`src/hw/rtl/rtbh_pkg.sv`:
```
// Shared types, widths and the back end's operation sequence for the ray/triangle hit block.
// Used by every module of the block; depends on nothing.
package rtbh_pkg;

    // Field and arithmetic widths.
    localparam int COORD_W      = 32;
    localparam int FRAC_W       = 16;
    localparam int DIST_W       = 26;
    localparam int SEARCH_STEPS = 20;
    localparam int STEP_W       = $clog2(SEARCH_STEPS + 1);
    localparam logic [DIST_W-1:0] DIST_MAX = 26'd65536000;

    localparam int EDGE_W = COORD_W + 1;
    localparam int NRM_W  = 68;
    localparam int DOT_W  = 104;
    localparam int DP_W   = 64;
    localparam int BARY_W = 100;
    localparam int SUM_W  = BARY_W + 2;

    // Digit-serial multiply-accumulate unit.
    localparam int ACC_W   = 176;
    localparam int A_W     = 104;
    localparam int B_W     = 72;
    localparam int DIGIT_W = 8;
    localparam int DIGITS  = B_W / DIGIT_W;
    localparam int CNT_W   = $clog2(DIGITS);

    // Queue between front and back.
    localparam int Q_DEPTH = 2;
    localparam int Q_PTR_W = $clog2(Q_DEPTH);
    localparam int Q_CNT_W = $clog2(Q_DEPTH + 1);

    // Operation sequence.
    localparam int PC_W = 5;

    localparam logic       MODE_TRACE   = 1'b1;
    localparam logic [1:0] VERTEX_COUNT = 2'd3;

    typedef struct packed {
        logic              mode;
        logic [1:0]        vertex_index;
        logic signed [31:0] point_x;
        logic signed [31:0] point_y;
        logic signed [31:0] point_z;
        logic signed [31:0] dir_x;
        logic signed [31:0] dir_y;
        logic signed [31:0] dir_z;
    } item_t;

    typedef struct packed {
        logic              hit;
        logic [DIST_W-1:0] distance;
    } result_t;

    typedef struct packed {
        logic                    start;
        logic                    keep;
        logic                    neg;
        logic signed [A_W-1:0]   a;
        logic signed [B_W-1:0]   b;
        logic signed [ACC_W-1:0] init;
    } mac_req_t;

    typedef struct packed {
        logic                    done;
        logic signed [ACC_W-1:0] acc;
    } mac_rsp_t;

    typedef enum logic [3:0] {
        A_E1X, A_E1Y, A_E1Z, A_NX, A_NY, A_NZ, A_DIST, A_T,
        A_D0X, A_D0Y, A_DPX, A_DPY
    } a_sel_t;

    typedef enum logic [3:0] {
        B_E2X, B_E2Y, B_E2Z, B_RELX, B_RELY, B_RELZ, B_DIRX, B_DIRY,
        B_DIRZ, B_MID, B_D1X, B_D1Y, B_D0X, B_D0Y
    } b_sel_t;

    typedef enum logic [1:0] {
        I_CLEAR, I_KEEP, I_RDIST, I_PX
    } init_t;

    typedef enum logic [3:0] {
        D_NONE, D_NX, D_NY, D_NZ, D_R, D_D, D_SIGN, D_DPX, D_DPY,
        D_DET, D_U, D_V
    } dest_t;

    typedef struct packed {
        a_sel_t a_sel;
        b_sel_t b_sel;
        init_t  init;
        logic   neg;
        dest_t  dest;
    } uop_t;

    // One product per entry: normal, plane distances, bisection, barycentric terms.
    function automatic uop_t uop_at(input logic [PC_W-1:0] pc);
        uop_t u;
        case (pc)
            5'd0:    u = '{A_E1Y, B_E2Z, I_CLEAR, 1'b0, D_NONE};
            5'd1:    u = '{A_E1Z, B_E2Y, I_KEEP,  1'b1, D_NX};
            5'd2:    u = '{A_E1Z, B_E2X, I_CLEAR, 1'b0, D_NONE};
            5'd3:    u = '{A_E1X, B_E2Z, I_KEEP,  1'b1, D_NY};
            5'd4:    u = '{A_E1X, B_E2Y, I_CLEAR, 1'b0, D_NONE};
            5'd5:    u = '{A_E1Y, B_E2X, I_KEEP,  1'b1, D_NZ};
            5'd6:    u = '{A_NX,  B_RELX, I_CLEAR, 1'b0, D_NONE};
            5'd7:    u = '{A_NY,  B_RELY, I_KEEP,  1'b0, D_NONE};
            5'd8:    u = '{A_NZ,  B_RELZ, I_KEEP,  1'b0, D_R};
            5'd9:    u = '{A_NX,  B_DIRX, I_CLEAR, 1'b0, D_NONE};
            5'd10:   u = '{A_NY,  B_DIRY, I_KEEP,  1'b0, D_NONE};
            5'd11:   u = '{A_NZ,  B_DIRZ, I_KEEP,  1'b0, D_D};
            5'd12:   u = '{A_DIST, B_MID, I_RDIST, 1'b0, D_SIGN};
            5'd13:   u = '{A_T,   B_DIRX, I_PX,    1'b0, D_DPX};
            5'd14:   u = '{A_T,   B_DIRY, I_PX,    1'b0, D_DPY};
            5'd15:   u = '{A_D0X, B_D1Y, I_CLEAR, 1'b0, D_NONE};
            5'd16:   u = '{A_D0Y, B_D1X, I_KEEP,  1'b1, D_DET};
            5'd17:   u = '{A_DPX, B_D1Y, I_CLEAR, 1'b0, D_NONE};
            5'd18:   u = '{A_DPY, B_D1X, I_KEEP,  1'b1, D_U};
            5'd19:   u = '{A_DPY, B_D0X, I_CLEAR, 1'b0, D_NONE};
            5'd20:   u = '{A_DPX, B_D0Y, I_KEEP,  1'b1, D_V};
            default: u = '{A_E1X, B_E2X, I_CLEAR, 1'b0, D_V};
        endcase
        return u;
    endfunction

endpackage

```
`src/hw/rtl/rtbh_queue.sv`:
```
// Short first-in first-out queue of accepted words between the front and back ends.
// Depends on rtbh_pkg.
module rtbh_queue
    import rtbh_pkg::*;
(
    input  logic  clk,
    input  logic  rst_n,
    input  logic  push,
    input  item_t push_item,
    input  logic  pop,
    output logic  full,
    output logic  nonempty,
    output item_t head
);

    item_t mem [Q_DEPTH];
    logic [Q_PTR_W-1:0] wr_ptr_reg, wr_ptr_next;
    logic [Q_PTR_W-1:0] rd_ptr_reg, rd_ptr_next;
    logic [Q_CNT_W-1:0] count_reg, count_next;

    // Pointer and fill bookkeeping.
    always_comb
    begin
        wr_ptr_next = wr_ptr_reg;
        rd_ptr_next = rd_ptr_reg;
        count_next  = count_reg;
        if (push)
        begin
            wr_ptr_next = wr_ptr_reg + 1'b1;
        end
        if (pop)
        begin
            rd_ptr_next = rd_ptr_reg + 1'b1;
        end
        if (push && !pop)
        begin
            count_next = count_reg + 1'b1;
        end
        else if (pop && !push)
        begin
            count_next = count_reg - 1'b1;
        end
    end

    always_ff @(posedge clk or negedge rst_n)
    begin
        if (!rst_n)
        begin
            wr_ptr_reg <= '0;
            rd_ptr_reg <= '0;
            count_reg  <= '0;
        end
        else
        begin
            wr_ptr_reg <= wr_ptr_next;
            rd_ptr_reg <= rd_ptr_next;
            count_reg  <= count_next;
        end
    end

    // Storage.
    always_ff @(posedge clk)
    begin
        if (push)
        begin
            mem[wr_ptr_reg] <= push_item;
        end
    end

    assign full     = (count_reg == Q_CNT_W'(Q_DEPTH));
    assign nonempty = (count_reg != '0);
    assign head     = mem[rd_ptr_reg];

endmodule

```
`config.mk`:
```
export PLATFORM = sky130hd
export DESIGN_NAME = rtbh_queue
export DESIGN_NICKNAME = d
export VERILOG_FILES = /design/src/hw/rtl/rtbh_pkg.sv /design/src/hw/rtl/rtbh_queue.sv
export SDC_FILE = /design/constraint.sdc
export NUM_CORES = 1
export LEC_CHECK = 0
export BUFFER_PORTS_ARGS = -buffer_cell sky130_fd_sc_hd__buf_2
export CORE_AREA = 2 2 183 185
export DETAILED_ROUTE_END_ITERATION = 8
export DIE_AREA = 0 0 185 187
export GPL_ROUTABILITY_DRIVEN = 1
export PLACE_DENSITY = 0.7
export SETUP_SLACK_MARGIN = 0.15
export SLEW_MARGIN = 5
export SYNTH_ARGS = -nofsm -noshare
export SYNTH_HDL_FRONTEND = slang
export SYNTH_SLANG_ARGS = --single-unit
```
`constraint.sdc`:
```
create_clock -name clk -period 10.8 [get_ports clk]
set_input_delay 1.08 -clock clk [delete_from_list [all_inputs] [get_ports clk]]
set_output_delay 1.08 -clock clk [all_outputs]
set_load 0.005 [all_outputs]
```
==> run summary, run 1 <==
outcome = complete, no violations
CTS tree = yes
Post-DP HPWL = 19900 um
endpoints failing setup = 0
Clock Tree Root = clkbuf_16
RSZ-0062 raised after global routing = false
clk buf depth = 3
vias in the first global route = 7535
Ys Warns = 0
largest net degree at the start of global routing = 77
GRT Overall Usage = 16.2%
CTS Hold Bufs = 0
most frequent cell after synthesis = edfxtp_1
worst r2r src = wr_ptr_reg$_DFFE_PN0P_
post-synthesis sequential area ratio = 79.6%
total length of routed met3 wires = 2370 um
Min-Delay Path Class = in -> async
Cell variety after synth = 14
nets@finish = 1247
Area growth, synth to finish = 25.1%
IO Count = 396
Die W = 185 um
CP Class = reg -> out
Tmin final = 4940 ps
Final period util = 45.7%
Hold Slack = 362 ps
Yosys reg bits = 394
M1 WL = 11300 um
H-tree lvl count = 2
post-route setup TNS = 0 ps
core area = 32900 um^2
Power Density = 261 nW/um^2
syn_area_per_cell = 23.8 um^2
DP Worst Slack = 6320 ps
crit end category = primary output
Async SR Flop Fraction = 1.02%
critical path required time = 9720 ps
Post-Route Utilization = 56.5%
Post-Syn Instances = 623
setup ws final = 5860 ps
skew final = 11.1 ps
antenna violations before repair = 9
Top Metal Used = met5
Peak VDD IR = 0.190 mV
post-synth top area cell = edfxtp_1
maxcap violations = 0
global route overflow = 0
Initial Utilization = 45.2%
Clock Latency Late Sink = 510 ps
Cell Area, Placed = 17200 um^2
final WL = 29100 um
metal2 WL = 14600 um
TritonCTS Buffers = 41
Main synth FF type = edfxtp_1
Placer Congestion = 0.762
Post-synth top cells = edfxtp_1 (390), mux2_4 (140), mux2_2 (55), buf_6 (17), buf_2 (5)
max FFs per register = 390
EDFF count, synth = 390
cts repair resizes = 0
# DRC = 0
DRT antenna net count = 0
DR WL/cell = 19.0 um
Slew @ Worst Pin = 1080 ps
Clock Sinks = 394
iteration-0 DRC count of the detailed router = 411
TritonRoute pass-1 iters = 5
share of layout cells above drive strength 1 = 60.8%
Rows = 67
Pleak = 7.36 nW
final non-filler cell area = 18600 um^2
ranking of synthesized cells by area = edfxtp_1 (79%), mux2_4 (14%), mux2_2 (4.2%), buf_6 (1.3%), dfrtp_1 (0.67%)
# port buffers = 395
Crit Path Max Fanout = 63
total number of vias = 7258
Die Area = 34600 um^2
Final Hold Fails = 0
Startpoint Class = flop
Critical Path Source = rd_ptr_reg$_DFFE_PN0P_
Slew HR = 27.8%
f_max = 202 MHz
fin. max-slew vios = 0
Cell Area, Synth = 14800 um^2
Post-CTS Setup Bufs = 0
global-route wire length before repair = 42400 um
Via density = 4.75
CP arrival = 3860 ps
top cell type's share of synthesized area = 78.9%
Die Y = 187 um
Worst-path clk slew = 50 ps
Mapped Nets = 823
## cell usage in the layout, fill, tap and decap left out, drive strengths merged, types with 2 or more instances in the layout
cell	netlist	final
dfrtp	4	4
nor2b	2	2
inv	1	2
bufinv	0	4
edfxtp	390	390
clkbuf	0	58
mux2	195	195
buf	22	403
diode	0	4
clkinv	0	9
xor2	4	4
## final cells by class
type,count,area (um^2)
clock inverters,15,173
well taps,448,561
repair buffers,403,2040
diodes,4,10.0
flip-flops and latches,394,11800
inverters,1,3.75
fillers,2595,14300
multi-input cells,206,2820
clock buffers,58,1150
## per-stage QoR
stage               instances  power, mW
floorplan                 623       3.12
global placement         1452       3.51
detailed placement       1452       3.53
CTS                      1525       4.91
global route             1529       5.07
finish                   1529       4.84
## where the power goes
part           switching (mW)  leakage, nW  total (mW)  internal, mW
combinational           0.596         3.01        1.32         0.721
sequential              0.121         3.71        2.15          2.03
clock                   0.533        0.640        1.37         0.837
## cells by family (layout without fill, tap and decap cells)
logic type / count (synthesis) / count (layout) / synth area share, %
other: 0 / 4 / 0
adders and majority gates: 1 / 1 / 0.0843
muxes: 195 / 195 / 18.3
xor gates and xnor gates: 5 / 5 / 0.295
and+or+nand+nor: 5 / 5 / 0.194
buffers and inverters: 23 / 477 / 1.48
DFF: 394 / 394 / 79.6
## critical path: stages, from the launching register on
cell and delay (ps):
dfrtp_4 1000, buf_4 840, buf_4 840, mux2_2 420
buf_2 120
## routing by layer
layer  vias up  track usage (%)
met5         -                0
met4         6             6.50
met3        57             4.73
met2       289             27.4
met1      3568             19.3
li1       3338                -
## worst paths after layout
kind                                       endpoint  slack (ps)  depth (start not counted)
max                                       head[193]        5860                          4
min                        count_reg[0]$_DFFE_PN0P_         360                          1
max reg2reg                    mem[0][94]$_DFFE_PP_        8020                          3
min reg2reg                count_reg[1]$_DFFE_PN0P_         480                          1
max in group asynchronous    rd_ptr_reg$_DFFE_PN0P_       10290                          1
min in group clk           count_reg[1]$_DFFE_PN0P_         480                          1
(Power assumes the default switching activity.)
==> run 2, diff against run 1 <==
Clock period 10.8 ns to 4.7 ns, I/O delays scaled along.
==> run 2 against run 1 <==
  * Cell area is 0.40% higher
  * Wire length increased by 0.59%
  * Count of clock-buffer cells in the layout decreased by 9
  * Largest power group unchanged
==> run summary, run 2 (synthesis gave the netlist of run 1 again) <==
Power Density = 596 nW/um^2 (was 261 nW/um^2)
max FFs per register = 390 (unchanged)
Area growth, synth to finish = 25.6% (was 25.1%)
core area = 32900 um^2 (unchanged)
Peak VDD IR = 0.374 mV (was 0.190 mV)
global-route wire length before repair = 42600 um (was 42400 um)
Clock Tree Root = clkbuf_16 (unchanged)
TritonCTS Buffers = 42 (was 41)
maxcap violations = 0 (unchanged)
Die Area = 34600 um^2 (unchanged)
Tmin final = 2930 ps
vias in the first global route = 7661 (was 7535)
antenna violations before repair = 9 (unchanged)
critical path required time = 4230 ps (was 9720 ps)
Via density = 4.75 (about the same)
Min-Delay Path Class = in -> reg (was in -> async)
most frequent cells in the layout = buf_2 (395), edfxtp_1 (390), mux2_4 (140), mux2_2 (55), clkbuf_16 (43) (unchanged)
most common cell after layout, fill and taps aside = buf_2 (unchanged)
GRT Overall Usage = 16.3% (was 16.2%)
DP Worst Slack = 2260 ps (was 6320 ps)
TritonRoute pass-1 iters = 4 (was 5)
fin. max-slew vios = 0 (unchanged)
Rows = 67 (unchanged)
Reg area = 11800 um^2 (unchanged)
H-tree lvl count = 2 (unchanged)
# port buffers = 395 (unchanged)
Clock Sinks = 394 (unchanged)
skew final = 13.0 ps (was 11.1 ps)
Initial Utilization = 45.2% (unchanged)
final WL = 29300 um (was 29100 um)
post-route setup TNS = 0 ps (unchanged)
Clock Latency Late Sink = 520 ps (was 510 ps)
Die W = 185 um (unchanged)
endpoints failing setup = 0 (unchanged)
f_max = 342 MHz
# DRC = 0 (unchanged)
Worst-path clk slew = 60 ps (was 50 ps)
Final Hold Fails = 0 (unchanged)
setup ws final = 1770 ps (was 5860 ps)
clk buf depth = 3 (unchanged)
CP Class = reg -> out (unchanged)
RSZ-0062 raised after global routing = false (unchanged)
Placer Congestion = 0.760 (was 0.762)
share of layout cells above drive strength 1 = 61.2% (was 60.8%)
Crit Path Max Fanout = 44 (was 63)
nets@finish = 1250 (was 1247)
Post-CTS Setup Bufs = 0 (unchanged)
Post-DP HPWL = 19900 um (about the same)
total power = 11.1 mW (was 4.84 mW)
global route overflow = 0 (unchanged)
largest net degree at the start of global routing = 82 (was 77)
fill cell count = 2580 (was 2595)
Final period util = 62.3%
iteration-0 DRC count of the detailed router = 303 (was 411)
CTS tree = yes (unchanged)
Pleak = 7.39 nW (was 7.36 nW)
total number of vias = 7305 (was 7258)
Slew HR = 41.3% (was 27.8%)
Startpoint Class = flop (unchanged)
IO Count = 396 (unchanged)
DR WL/cell = 19.0 um (about the same)
Slew @ Worst Pin = 881 ps (was 1080 ps)
DRT antenna net count = 0 (unchanged)
outcome = complete, no violations (unchanged)
multi-input logic area = 2820 um^2 (unchanged)
Die Y = 187 um (unchanged)
crit end category = primary output (unchanged)
CP arrival = 2460 ps (was 3860 ps)
==> run 2: cell count changes in the layout (fill, tap and decap cells not counted), moves of 3 or more <==
cell and change:
clkbuf_1 -9, clkinv_1 +6, diode_2 +4, buf_4 -3
clkinv_2 +6, buf_12 +4
==> run 2: what timing repair did <==
action | in CTS | in global routing
hold endpoints to repair | 4 | 0
hold buffers | 1 | 0
gates resized for setup | 0 | 0
==> run 2: path summary, 6_finish.rpt <==
path / from / end / slack (ps) / depth (start not counted)
max: rd_ptr_reg$_DFFE_PN0P_ / head[18] / 1770 / 3
min: push_item[156] / mem[0][156]$_DFFE_PP_ / 140 / 1
max reg2reg: wr_ptr_reg$_DFFE_PN0P_ / mem[0][63]$_DFFE_PP_ / 2540 / 2
min reg2reg: count_reg[1]$_DFFE_PN0P_ / count_reg[1]$_DFFE_PN0P_ / 480 / 1
max in group asynchronous: rst_n / rd_ptr_reg$_DFFE_PN0P_ / 4230 / 2
min in group asynchronous: rst_n / count_reg[0]$_DFFE_PN0P_ / 340 / 2
==> run 2: per-stage QoR <==
step | std cells | utilization [%] | hold slack, ps | cell area [um^2]
after floorplan | 623 | - | 174 | 14800
after global placement | 1453 | 52.6 | 280 | 17300
after detailed placement | 1453 | 52.6 | 281 | 17300
after CTS | 1530 | 56.7 | 104 | 18600
after global routing | 1537 | 56.7 | 109 | 18600
final | 1538 | 56.7 | 139 | 18600
==> run 2: final cells by class <==
class	instances	area share [%]
Antenna cell	8	0.107
Clock buffer	49	6.00
Clock inverter	27	1.09
Inverter	1	0.0201
Multi-Input combinational cell	206	15.1
Sequential cell	394	63.4
Tap cell	448	3.01
Timing Repair Buffer	405	11.3
==> run 2: worst max-delay path, stage by stage (launching register included) <==
cell,delay (ps)
dfrtp_4,880
buf_4,510
mux2_2,400
buf_2,130
==> run 2: layer usage <==
layer	global-route usage [%]	up-vias	wire, um
met4	6.93	2	958
met3	4.07	61	1970
met5	0	-	13
li1	-	3365	-
met1	17.6	3608	10600
met2	29.8	269	15700
==> run 2: report_power, final <==
| group | leakage, nW | switching (mW) | internal (mW) | total, mW |
|---|---|---|---|---|
| clock network | 0.652 | 1.26 | 1.86 | 3.12 |
| logic | 3.04 | 1.41 | 1.67 | 3.08 |
| registers | 3.71 | 0.244 | 4.66 | 4.91 |
| total | 7.39 | 2.92 | 8.20 | 11.1 |
